## src/rtl/irfd_pkg.sv

```systemverilog
`default_nettype none

package irfd_pkg;

    localparam int unsigned TICK_W        = 15;
    localparam int unsigned TOL_W         = 7;
    localparam int unsigned LIMIT_W       = 22;
    localparam int unsigned CFG_INDEX_W   = 3;
    localparam int unsigned COUNT_W       = 8;
    localparam int unsigned BYTE_IDX_W    = 5;
    localparam int unsigned WORD_BYTES    = 4;
    localparam int unsigned CMD_BYTE_IDX  = 5;
    localparam int unsigned QUEUE_DEPTH   = 2;

    localparam int unsigned FRAME_BYTES_DEFAULT = 19;

    localparam int unsigned HEADER_MARK_RST  = 3400;
    localparam int unsigned HEADER_SPACE_RST = 1750;
    localparam int unsigned BIT_MARK_RST     = 450;
    localparam int unsigned ONE_SPACE_RST    = 1300;
    localparam int unsigned ZERO_SPACE_RST   = 420;
    localparam int unsigned TOL_RST          = 25;

    localparam logic [CFG_INDEX_W-1:0] REG_HEADER_MARK  = 3'd0;
    localparam logic [CFG_INDEX_W-1:0] REG_HEADER_SPACE = 3'd1;
    localparam logic [CFG_INDEX_W-1:0] REG_BIT_MARK     = 3'd2;
    localparam logic [CFG_INDEX_W-1:0] REG_ONE_SPACE    = 3'd3;
    localparam logic [CFG_INDEX_W-1:0] REG_ZERO_SPACE   = 3'd4;
    localparam logic [CFG_INDEX_W-1:0] REG_TOLERANCE    = 3'd5;

    typedef enum logic [2:0] {
        STATUS_OK         = 3'd0,
        STATUS_BAD_HEADER = 3'd1,
        STATUS_BAD_MARK   = 3'd2,
        STATUS_BAD_SPACE  = 3'd3,
        STATUS_SHORT      = 3'd4
    } status_t;

    typedef struct packed {
        logic frame_start;
        logic frame_end;
        logic header_ok;
        logic bit_mark_ok;
        logic one_ok;
        logic zero_ok;
    } symbol_class_t;

endpackage

`default_nettype wire

```

## src/rtl/irfd_front.sv

```systemverilog
`default_nettype none

module irfd_front
(
    input  wire logic                                 clk,
    input  wire logic                                 rst_n,
    input  wire logic                                 cfg_valid,
    output logic                                      cfg_ready,
    input  wire logic [irfd_pkg::CFG_INDEX_W-1:0]     cfg_index,
    input  wire logic [irfd_pkg::TICK_W-1:0]          cfg_data,
    input  wire logic                                 in_valid,
    output logic                                      in_stall,
    input  wire logic [irfd_pkg::TICK_W-1:0]          mark_ticks,
    input  wire logic [irfd_pkg::TICK_W-1:0]          space_ticks,
    input  wire logic                                 frame_start,
    input  wire logic                                 frame_end,
    input  wire logic                                 q_ready,
    output logic                                      q_push,
    output irfd_pkg::symbol_class_t                   q_data
);
    import irfd_pkg::*;

    logic [TICK_W-1:0]  hdr_mark_reg, hdr_space_reg, bit_mark_reg, one_space_reg, zero_space_reg;
    logic [TOL_W-1:0]   tol_reg;
    logic [LIMIT_W-1:0] hdr_mark_lim_reg, hdr_space_lim_reg, bit_mark_lim_reg;
    logic [LIMIT_W-1:0] one_space_lim_reg, zero_space_lim_reg;

    logic               stage_valid_reg, stage_valid_next;
    logic [TICK_W-1:0]  stage_mark_reg, stage_space_reg;
    logic               stage_start_reg, stage_end_reg;
    logic               accept;

    function automatic logic near(input logic [TICK_W-1:0] got,
                                  input logic [TICK_W-1:0] want,
                                  input logic [LIMIT_W-1:0] limit);
        logic [TICK_W-1:0]  diff;
        logic [LIMIT_W-1:0] scaled;
        diff   = (got >= want) ? (got - want) : (want - got);
        scaled = {1'b0, diff, 6'b0} + {2'b0, diff, 5'b0} + {5'b0, diff, 2'b0};
        return scaled <= limit;
    endfunction

    function automatic logic [LIMIT_W-1:0] limit_of(input logic [TICK_W-1:0] want,
                                                    input logic [TOL_W-1:0] tol);
        return LIMIT_W'({{(LIMIT_W-TICK_W){1'b0}}, want} * {{(LIMIT_W-TOL_W){1'b0}}, tol});
    endfunction

    assign cfg_ready = 1'b1;

    // config registers
    always_ff @(posedge clk or negedge rst_n)
    begin
        if (!rst_n)
        begin
            hdr_mark_reg   <= TICK_W'(HEADER_MARK_RST);
            hdr_space_reg  <= TICK_W'(HEADER_SPACE_RST);
            bit_mark_reg   <= TICK_W'(BIT_MARK_RST);
            one_space_reg  <= TICK_W'(ONE_SPACE_RST);
            zero_space_reg <= TICK_W'(ZERO_SPACE_RST);
            tol_reg        <= TOL_W'(TOL_RST);
        end
        else if (cfg_valid && cfg_ready)
        begin
            unique case (cfg_index)
                REG_HEADER_MARK:  hdr_mark_reg   <= cfg_data;
                REG_HEADER_SPACE: hdr_space_reg  <= cfg_data;
                REG_BIT_MARK:     bit_mark_reg   <= cfg_data;
                REG_ONE_SPACE:    one_space_reg  <= cfg_data;
                REG_ZERO_SPACE:   zero_space_reg <= cfg_data;
                REG_TOLERANCE:    tol_reg        <= cfg_data[TOL_W-1:0];
                default:          ;
            endcase
        end
    end

    // tolerance windows, one product per expected duration
    always_ff @(posedge clk or negedge rst_n)
    begin
        if (!rst_n)
        begin
            hdr_mark_lim_reg   <= LIMIT_W'(HEADER_MARK_RST * TOL_RST);
            hdr_space_lim_reg  <= LIMIT_W'(HEADER_SPACE_RST * TOL_RST);
            bit_mark_lim_reg   <= LIMIT_W'(BIT_MARK_RST * TOL_RST);
            one_space_lim_reg  <= LIMIT_W'(ONE_SPACE_RST * TOL_RST);
            zero_space_lim_reg <= LIMIT_W'(ZERO_SPACE_RST * TOL_RST);
        end
        else
        begin
            hdr_mark_lim_reg   <= limit_of(hdr_mark_reg, tol_reg);
            hdr_space_lim_reg  <= limit_of(hdr_space_reg, tol_reg);
            bit_mark_lim_reg   <= limit_of(bit_mark_reg, tol_reg);
            one_space_lim_reg  <= limit_of(one_space_reg, tol_reg);
            zero_space_lim_reg <= limit_of(zero_space_reg, tol_reg);
        end
    end

    // input stage
    assign in_stall = stage_valid_reg && !q_ready;
    assign accept   = in_valid && !in_stall;
    assign q_push   = stage_valid_reg && q_ready;

    always_comb
    begin
        stage_valid_next = stage_valid_reg;
        if (accept)
        begin
            stage_valid_next = 1'b1;
        end
        else if (q_push)
        begin
            stage_valid_next = 1'b0;
        end
    end

    always_ff @(posedge clk or negedge rst_n)
    begin
        if (!rst_n)
        begin
            stage_valid_reg <= 1'b0;
        end
        else
        begin
            stage_valid_reg <= stage_valid_next;
        end
    end

    always_ff @(posedge clk)
    begin
        if (accept)
        begin
            stage_mark_reg  <= mark_ticks;
            stage_space_reg <= space_ticks;
            stage_start_reg <= frame_start;
            stage_end_reg   <= frame_end;
        end
    end

    // classify the held word
    always_comb
    begin
        q_data.frame_start = stage_start_reg;
        q_data.frame_end   = stage_end_reg;
        q_data.header_ok   = near(stage_mark_reg, hdr_mark_reg, hdr_mark_lim_reg)
                          && near(stage_space_reg, hdr_space_reg, hdr_space_lim_reg);
        q_data.bit_mark_ok = near(stage_mark_reg, bit_mark_reg, bit_mark_lim_reg);
        q_data.one_ok      = near(stage_space_reg, one_space_reg, one_space_lim_reg);
        q_data.zero_ok     = near(stage_space_reg, zero_space_reg, zero_space_lim_reg);
    end

endmodule

`default_nettype wire

```

## src/rtl/irfd_queue.sv

```systemverilog
`default_nettype none

module irfd_queue
(
    input  wire logic                       clk,
    input  wire logic                       rst_n,
    input  wire logic                       push,
    input  wire irfd_pkg::symbol_class_t    push_data,
    output logic                            push_ready,
    input  wire logic                       pop,
    output logic                            pop_valid,
    output irfd_pkg::symbol_class_t         pop_data
);
    import irfd_pkg::*;

    localparam int unsigned PTR_W = (QUEUE_DEPTH > 1) ? $clog2(QUEUE_DEPTH) : 1;
    localparam int unsigned CNT_W = $clog2(QUEUE_DEPTH + 1);
    localparam logic [PTR_W-1:0] LAST_PTR = PTR_W'(QUEUE_DEPTH - 1);

    symbol_class_t      entry_reg [QUEUE_DEPTH];
    logic [PTR_W-1:0]   wr_ptr_reg, wr_ptr_next;
    logic [PTR_W-1:0]   rd_ptr_reg, rd_ptr_next;
    logic [CNT_W-1:0]   count_reg, count_next;
    logic               do_push, do_pop;

    assign push_ready = count_reg < CNT_W'(QUEUE_DEPTH);
    assign pop_valid  = count_reg != '0;
    assign pop_data   = entry_reg[rd_ptr_reg];
    assign do_push    = push && push_ready;
    assign do_pop     = pop && pop_valid;

    always_comb
    begin
        wr_ptr_next = wr_ptr_reg;
        rd_ptr_next = rd_ptr_reg;
        count_next  = count_reg;
        if (do_push)
        begin
            wr_ptr_next = (wr_ptr_reg == LAST_PTR) ? '0 : wr_ptr_reg + 1'b1;
        end
        if (do_pop)
        begin
            rd_ptr_next = (rd_ptr_reg == LAST_PTR) ? '0 : rd_ptr_reg + 1'b1;
        end
        if (do_push && !do_pop)
        begin
            count_next = count_reg + 1'b1;
        end
        else if (do_pop && !do_push)
        begin
            count_next = count_reg - 1'b1;
        end
    end

    always_ff @(posedge clk or negedge rst_n)
    begin
        if (!rst_n)
        begin
            wr_ptr_reg <= '0;
            rd_ptr_reg <= '0;
            count_reg  <= '0;
        end
        else
        begin
            wr_ptr_reg <= wr_ptr_next;
            rd_ptr_reg <= rd_ptr_next;
            count_reg  <= count_next;
        end
    end

    always_ff @(posedge clk)
    begin
        if (do_push)
        begin
            entry_reg[wr_ptr_reg] <= push_data;
        end
    end

endmodule

`default_nettype wire

```

## src/rtl/irfd_back.sv

```systemverilog
`default_nettype none

module irfd_back
#(
    parameter int unsigned FRAME_BYTES = irfd_pkg::FRAME_BYTES_DEFAULT
)
(
    input  wire logic                       clk,
    input  wire logic                       rst_n,
    input  wire logic                       q_valid,
    input  wire irfd_pkg::symbol_class_t    q_data,
    output logic                            q_pop,
    output logic                            out_valid,
    input  wire logic                       out_stall,
    output irfd_pkg::status_t               status,
    output logic [7:0]                      command_byte,
    output logic [31:0]                     first_word,
    output logic                            checksum_ok
);
    import irfd_pkg::*;

    localparam logic [BYTE_IDX_W-1:0] LAST_IDX = BYTE_IDX_W'(FRAME_BYTES - 1);
    localparam logic [BYTE_IDX_W-1:0] CMD_IDX  = BYTE_IDX_W'(CMD_BYTE_IDX);
    localparam logic [BYTE_IDX_W-1:0] WORD_END = BYTE_IDX_W'(WORD_BYTES);

    logic                   active_reg, active_next;
    logic [COUNT_W-1:0]     count_reg, count_next;
    logic [7:0]             shift_reg, shift_next;
    logic [7:0]             sum_reg, sum_next;
    logic [31:0]            word_reg, word_next;
    logic [7:0]             cmd_reg, cmd_next;

    logic                   out_valid_reg, out_valid_next;
    status_t                status_reg;
    logic [7:0]             cmd_out_reg;
    logic [31:0]            word_out_reg;
    logic                   ok_out_reg;

    logic                   emit;
    status_t                res_status;
    logic [7:0]             res_cmd;
    logic [31:0]            res_word;
    logic                   res_ok;
    logic [2:0]             pos;
    logic [BYTE_IDX_W-1:0]  idx;
    logic [7:0]             shifted;

    assign q_pop        = q_valid && (!out_valid_reg || !out_stall);
    assign pos          = count_reg[2:0];
    assign idx          = count_reg[COUNT_W-1:3];
    assign shifted      = {q_data.one_ok, shift_reg[7:1]};

    assign out_valid    = out_valid_reg;
    assign status       = status_reg;
    assign command_byte = cmd_out_reg;
    assign first_word   = word_out_reg;
    assign checksum_ok  = ok_out_reg;

    always_comb
    begin
        active_next = active_reg;
        count_next  = count_reg;
        shift_next  = shift_reg;
        sum_next    = sum_reg;
        word_next   = word_reg;
        cmd_next    = cmd_reg;
        emit        = 1'b0;
        res_status  = STATUS_OK;
        res_cmd     = '0;
        res_word    = '0;
        res_ok      = 1'b0;
        if (q_pop)
        begin
            priority if (q_data.frame_start)
            begin
                active_next = 1'b1;
                count_next  = '0;
                shift_next  = '0;
                sum_next    = '0;
                word_next   = '0;
                cmd_next    = '0;
                if (!q_data.header_ok)
                begin
                    emit       = 1'b1;
                    res_status = STATUS_BAD_HEADER;
                end
                else if (q_data.frame_end)
                begin
                    emit       = 1'b1;
                    res_status = STATUS_SHORT;
                end
            end
            else if (active_reg)
            begin
                priority if (!q_data.bit_mark_ok)
                begin
                    emit       = 1'b1;
                    res_status = STATUS_BAD_MARK;
                end
                else if (!q_data.one_ok && !q_data.zero_ok)
                begin
                    emit       = 1'b1;
                    res_status = STATUS_BAD_SPACE;
                end
                else
                begin
                    shift_next = shifted;
                    count_next = count_reg + 1'b1;
                    if (pos == 3'd7 && idx == LAST_IDX)
                    begin
                        emit       = 1'b1;
                        res_status = STATUS_OK;
                        res_cmd    = cmd_reg;
                        res_word   = word_reg;
                        res_ok     = (sum_reg == shifted);
                    end
                    else
                    begin
                        if (pos == 3'd7)
                        begin
                            if (idx < WORD_END)
                            begin
                                word_next[{idx[1:0], 3'b000} +: 8] = shifted;
                            end
                            if (idx == CMD_IDX)
                            begin
                                cmd_next = shifted;
                            end
                            sum_next   = sum_reg + shifted;
                            shift_next = '0;
                        end
                        if (q_data.frame_end)
                        begin
                            emit       = 1'b1;
                            res_status = STATUS_SHORT;
                        end
                    end
                end
            end
            else
            begin
                active_next = active_reg;
            end
        end
        if (emit)
        begin
            active_next = 1'b0;
        end
    end

    always_comb
    begin
        out_valid_next = out_valid_reg && out_stall;
        if (emit)
        begin
            out_valid_next = 1'b1;
        end
    end

    always_ff @(posedge clk or negedge rst_n)
    begin
        if (!rst_n)
        begin
            active_reg    <= 1'b0;
            count_reg     <= '0;
            shift_reg     <= '0;
            sum_reg       <= '0;
            word_reg      <= '0;
            cmd_reg       <= '0;
            out_valid_reg <= 1'b0;
        end
        else
        begin
            active_reg    <= active_next;
            count_reg     <= count_next;
            shift_reg     <= shift_next;
            sum_reg       <= sum_next;
            word_reg      <= word_next;
            cmd_reg       <= cmd_next;
            out_valid_reg <= out_valid_next;
        end
    end

    always_ff @(posedge clk)
    begin
        if (emit)
        begin
            status_reg   <= res_status;
            cmd_out_reg  <= res_cmd;
            word_out_reg <= res_word;
            ok_out_reg   <= res_ok;
        end
    end

endmodule

`default_nettype wire

```

## src/rtl/ir_ac_frame_decoder_top.sv

```systemverilog
// Infrared air-conditioner frame decoder.
// Input channel (in_valid / in_stall): one word per infrared symbol, carrying the
// measured mark and space durations and the frame start and end flags. A word is
// taken at a clock edge with in_valid high and in_stall low.
// Output channel (out_valid / out_stall): at most one result word per frame,
// given when the frame completes or ends early, or at its first timing failure:
// status, command byte, the first four bytes and the checksum flag.
// Configuration channel (cfg_valid / cfg_ready, cfg_index, cfg_data): expected
// durations and tolerance; cfg_ready is always high. Write only while idle.
// Throughput: one symbol per cycle, sustained while out_stall is low. Each symbol
// is held in the input stage, where its durations are classified, and then in
// the two-entry queue; the decoder stage takes the queue head and loads its
// output register at the same edge.
// Reset loads the default durations and tolerance and leaves the decoder idle,
// waiting for a header symbol.
// While out_stall is high a valid result is held; the decoder stops, the queue fills
// and then in_stall rises, so no word is lost.
`default_nettype none

module ir_ac_frame_decoder_top
#(
    parameter int unsigned FRAME_BYTES = irfd_pkg::FRAME_BYTES_DEFAULT
)
(
    input  wire logic                                 clk,
    input  wire logic                                 rst_n,
    input  wire logic                                 cfg_valid,
    output logic                                      cfg_ready,
    input  wire logic [irfd_pkg::CFG_INDEX_W-1:0]     cfg_index,
    input  wire logic [irfd_pkg::TICK_W-1:0]          cfg_data,
    input  wire logic                                 in_valid,
    output logic                                      in_stall,
    input  wire logic [irfd_pkg::TICK_W-1:0]          mark_ticks,
    input  wire logic [irfd_pkg::TICK_W-1:0]          space_ticks,
    input  wire logic                                 frame_start,
    input  wire logic                                 frame_end,
    output logic                                      out_valid,
    input  wire logic                                 out_stall,
    output irfd_pkg::status_t                         status,
    output logic [7:0]                                command_byte,
    output logic [31:0]                               first_word,
    output logic                                      checksum_ok
);
    import irfd_pkg::*;

    logic           q_push, q_ready, q_pop, q_valid;
    symbol_class_t  q_in, q_out;

    irfd_front u_front
    (
        .clk         (clk),
        .rst_n       (rst_n),
        .cfg_valid   (cfg_valid),
        .cfg_ready   (cfg_ready),
        .cfg_index   (cfg_index),
        .cfg_data    (cfg_data),
        .in_valid    (in_valid),
        .in_stall    (in_stall),
        .mark_ticks  (mark_ticks),
        .space_ticks (space_ticks),
        .frame_start (frame_start),
        .frame_end   (frame_end),
        .q_ready     (q_ready),
        .q_push      (q_push),
        .q_data      (q_in)
    );

    irfd_queue u_queue
    (
        .clk        (clk),
        .rst_n      (rst_n),
        .push       (q_push),
        .push_data  (q_in),
        .push_ready (q_ready),
        .pop        (q_pop),
        .pop_valid  (q_valid),
        .pop_data   (q_out)
    );

    irfd_back
    #(
        .FRAME_BYTES (FRAME_BYTES)
    )
    u_back
    (
        .clk          (clk),
        .rst_n        (rst_n),
        .q_valid      (q_valid),
        .q_data       (q_out),
        .q_pop        (q_pop),
        .out_valid    (out_valid),
        .out_stall    (out_stall),
        .status       (status),
        .command_byte (command_byte),
        .first_word   (first_word),
        .checksum_ok  (checksum_ok)
    );

endmodule

`default_nettype wire

```

## config.mk

```make
export PLATFORM = sky130hd
export DESIGN_NAME = ir_ac_frame_decoder_top
export DESIGN_NICKNAME = d
export VERILOG_FILES = /design/src/rtl/irfd_pkg.sv /design/src/rtl/irfd_front.sv /design/src/rtl/irfd_queue.sv /design/src/rtl/irfd_back.sv /design/src/rtl/ir_ac_frame_decoder_top.sv
export SDC_FILE = /design/constraint.sdc
export NUM_CORES = 2
export LEC_CHECK = 0
export BUFFER_PORTS_ARGS = -buffer_cell sky130_fd_sc_hd__buf_2
export CAP_MARGIN = 0
export CORE_AREA = 2 2 454 276
export CTS_CLUSTER_DIAMETER = 150
export DETAILED_ROUTE_END_ITERATION = 6
export DIE_AREA = 0 0 456 278
export GPL_TIMING_DRIVEN = 1
export PLACE_DENSITY = 0.59
export SLEW_MARGIN = 5
export SYNTH_ARGS = -nofsm -noshare
export SYNTH_HDL_FRONTEND = slang
export SYNTH_SLANG_ARGS = --single-unit
```

## constraint.sdc

```tcl
create_clock -name clk -period 8.83 [get_ports clk]
set_input_delay 0 -clock clk [delete_from_list [all_inputs] [get_ports clk]]
set_output_delay 0 -clock clk [all_outputs]
set_load 0.01 [all_outputs]
```

==> flow_summary.toml <==
[outcome]
status = "finished clean"

[clock_tree]
clk_latency_ns = 0.62
cts-buffers-inserted = 39
path_clk_slew_ns = 0.06
cts_tree = "done"
root_buffer = "clkbuf_16"
clkSinkCount = 350
clock_tree.buffer_depth = 3
htree_num_levels = 2

[grt]
grt_pass1_vias = 32860
grt_overflow = 0
grt_antenna_before_repair = 5
grt_pass1_wl_um = 201900
grt_usage = 0.2051
grt_max_degree = 142

[detailed_routing]
wire_per_inst_um = 20.13
wl_met3_um = 12940
topRoutingLayerUsed = "met4"
vias = 33340
drt_wl_total_um = 129500
wl_met1_um = 67800
wl_met2_um = 47010
drtIter0Drc = 3140
firstDrtPassIters = 5
drc = 0
viasPerCell = 5.182
ant_nets = 0

[min_path]
hold_class = "in -> async"

[synthesis]
ys_ff_latch = 350
synthFlopType = "dfrtp_1"
netlist_area_um2 = 42530
synth_warnings = 0
synth.net_count = 5713
synth-async-reset-ratio = 0.7486
postSynthAreaPerCell_um2 = 9.022
synth_edf_count = 88
synthCells = 4714
synth_cell_types = 100
yosysSeqAreaShare = 0.2182

[setup_path]
cpMostUsedCell = "ha_1"
rr_worst_depth = 27
slowest_stage = "dfstp_2"
startpoint_type = "register"
critPathMaxStageDelay_ns = 0.64
crit_end = "u_queue.entry_reg[1][3]$_DFFE_PP_"
critical_path.max_fanout = 9
r2r_end = "u_queue.entry_reg[1][3]$_DFFE_PP_"
reg2reg_from = "u_front.hdr_mark_reg[10]$_DFFE_PN1P_"
worstPathArrival_ns = 8.75
crit_path_end_kind = "register"
required_ns = 9.18
rrSetupSlack_ns = 0.42
worst-setup-path-type = "reg -> reg"
crit_path_start = "u_front.hdr_mark_reg[10]$_DFFE_PN1P_"

[cells_and_area]
drive_gt1_frac = 0.07958
post-route-util = 0.3803
layout.nets = 5768
fillerInstances = 12420
layout_commonest_cell = "inv_1"
final_cell_mix = "inv_1, nand2_1, ha_1"
synthToLayoutAreaGrowth_pct = 9.737
multi_input_area_um2 = 30060
seqCellArea_um2 = 9285

[floorplan]
dieArea_um2 = 126800
die_x_um = 456
core_um2 = 122700
die_y_um = 278
start_util = 0.3465
top_level_ports = 102
rows = 100

[sta]
rsz0062_at_grt = "no"
finalCritPeriodShare = 0.9520
setup_violations = 0
fmaxAchievable_mhz = 119.0
period_minus_slack_ns = 8.406
hold_violations = 0
final.setup.tns_ns = 0
relSlewSlack = 0.1798
holdWs_ns = 0.04960
worst_slew_pin_slew_ns = 1.222
skew_ns = 0.04074
finalMaxSlewViolations = 0

[flow_run]
timing.max_cap.violations = 0

[placed_design]
io_buffers = 100
place_congestion = 0.9457
dp_hpwl_um = 104400
[cell usage after synthesis, types with 22 or more instances]
master    number  area [µm²]
a211oi_1      25       187.7
a21o_1       117       878.3
a21oi_1      210        1051
a31oi_1       22       137.6
and2_1       196        1226
and3_1        28       175.2
clkbuf_1     159       596.8
dfrtp_1      197        4930
dfstp_2       65        1708
edfxtp_1      88        2643
fa_1         388        7767
ha_1         556        6957
inv_1        661        2481
mux2_2        32       360.4
mux2i_1       45       450.4
nand2_1      629        2361
nand2b_1      27       168.9
nand3_1       74       370.4
nand4_1       40       250.2
nor2_1       158       593.1
nor2b_1       32       200.2
nor3_1        67       335.3
o21a_1        34       255.2
o21ai_0      215        1076
o21bai_1      44       330.3
o31ai_1       26       195.2
or3_1         28       175.2
xnor2_1      170        1489
xor2_1        76       665.6
[timing repair]
| action | 4_1_cts | 5_1_grt |
|---|---|---|
| endpoints found under the setup margin | 0 | 2 |
| hold buffers | 51 | 0 |
| gates resized for setup | 0 | 4 |
| endpoints found under the hold margin | 177 | 0 |
| setup buffers | 0 | 2 |
[critical path, delay by kind of cell, from the launching register on]
kind	cells	cell delay [ns]
flip-flops	1	0.64
adder cells (fa/ha/maj)	4	1.53
AND/OR/NAND/NOR	12	2.94
XOR/XNOR	1	0.18
multiplexers	1	0.39
AO/OA/AOI/OAI	9	2.48
[area by class of cell]
type / instances / share of cell area
Antenna cell: 2 / 0.0001072
Clock buffer: 54 / 0.02322
Clock inverter: 18 / 0.005174
Inverter: 662 / 0.05324
Multi-Input combinational cell: 3511 / 0.6441
Sequential cell: 350 / 0.1989
Tap cell: 1632 / 0.04375
Timing Repair Buffer: 205 / 0.03147
[worst min path at each step]
stage	startpoint	to	slack [ns]	cells after the start
2_1_floorplan	rst_n	u_back.active_reg$_DFFE_PN0P_	-0.30	0
3_3_place_gp	rst_n	u_front.hdr_mark_reg[13]$_DFFE_PN0P_	-0.03	1
3_5_place_dp	rst_n	u_front.hdr_mark_reg[13]$_DFFE_PN0P_	-0.03	1
4_1_cts	cfg_index[0]	u_front.hdr_space_reg[4]$_DFFE_PN1P_	0.02	6
5_1_grt	rst_n	u_front.bit_mark_lim_reg[13]$_DFF_PN1_	0.04	2
6_report	rst_n	u_front.hdr_mark_lim_reg[11]$_DFF_PN1_	0.05	2
[metrics by stage]
step	worst slack, ns	cells	instance area, µm²
2_1_floorplan	1.573	4714	42530
3_3_place_gp	0.3995	6307	44780
3_5_place_dp	0.3371	6307	44780
4_1_cts	0.2628	6430	46630
5_1_grt	0.02699	6432	46670
6_report	0.4240	6434	46670
[cell families (layout without fill, tap and decap cells)]
kind of cell,count (synthesis),after routing,share of synthesized area
simple gates,1369,1369,0.1547
mux,81,81,0.02021
buf+inv,853,939,0.07681
other cells,1,3,0.00008817
compound gates,869,869,0.1329
flops,350,350,0.2182
fa+ha+maj,945,945,0.3464
xor+xnor,246,246,0.05066
[layer usage]
metal	GRT usage	vias up
met2	0.2608	1075
met4	0.03214	0
met1	0.3372	16430
met3	0.05468	77
li1	-	15760
met5	0	-
Power is not shown: default switching activity piles up to over one toggle a cycle in this logic, so the estimate is an artifact.
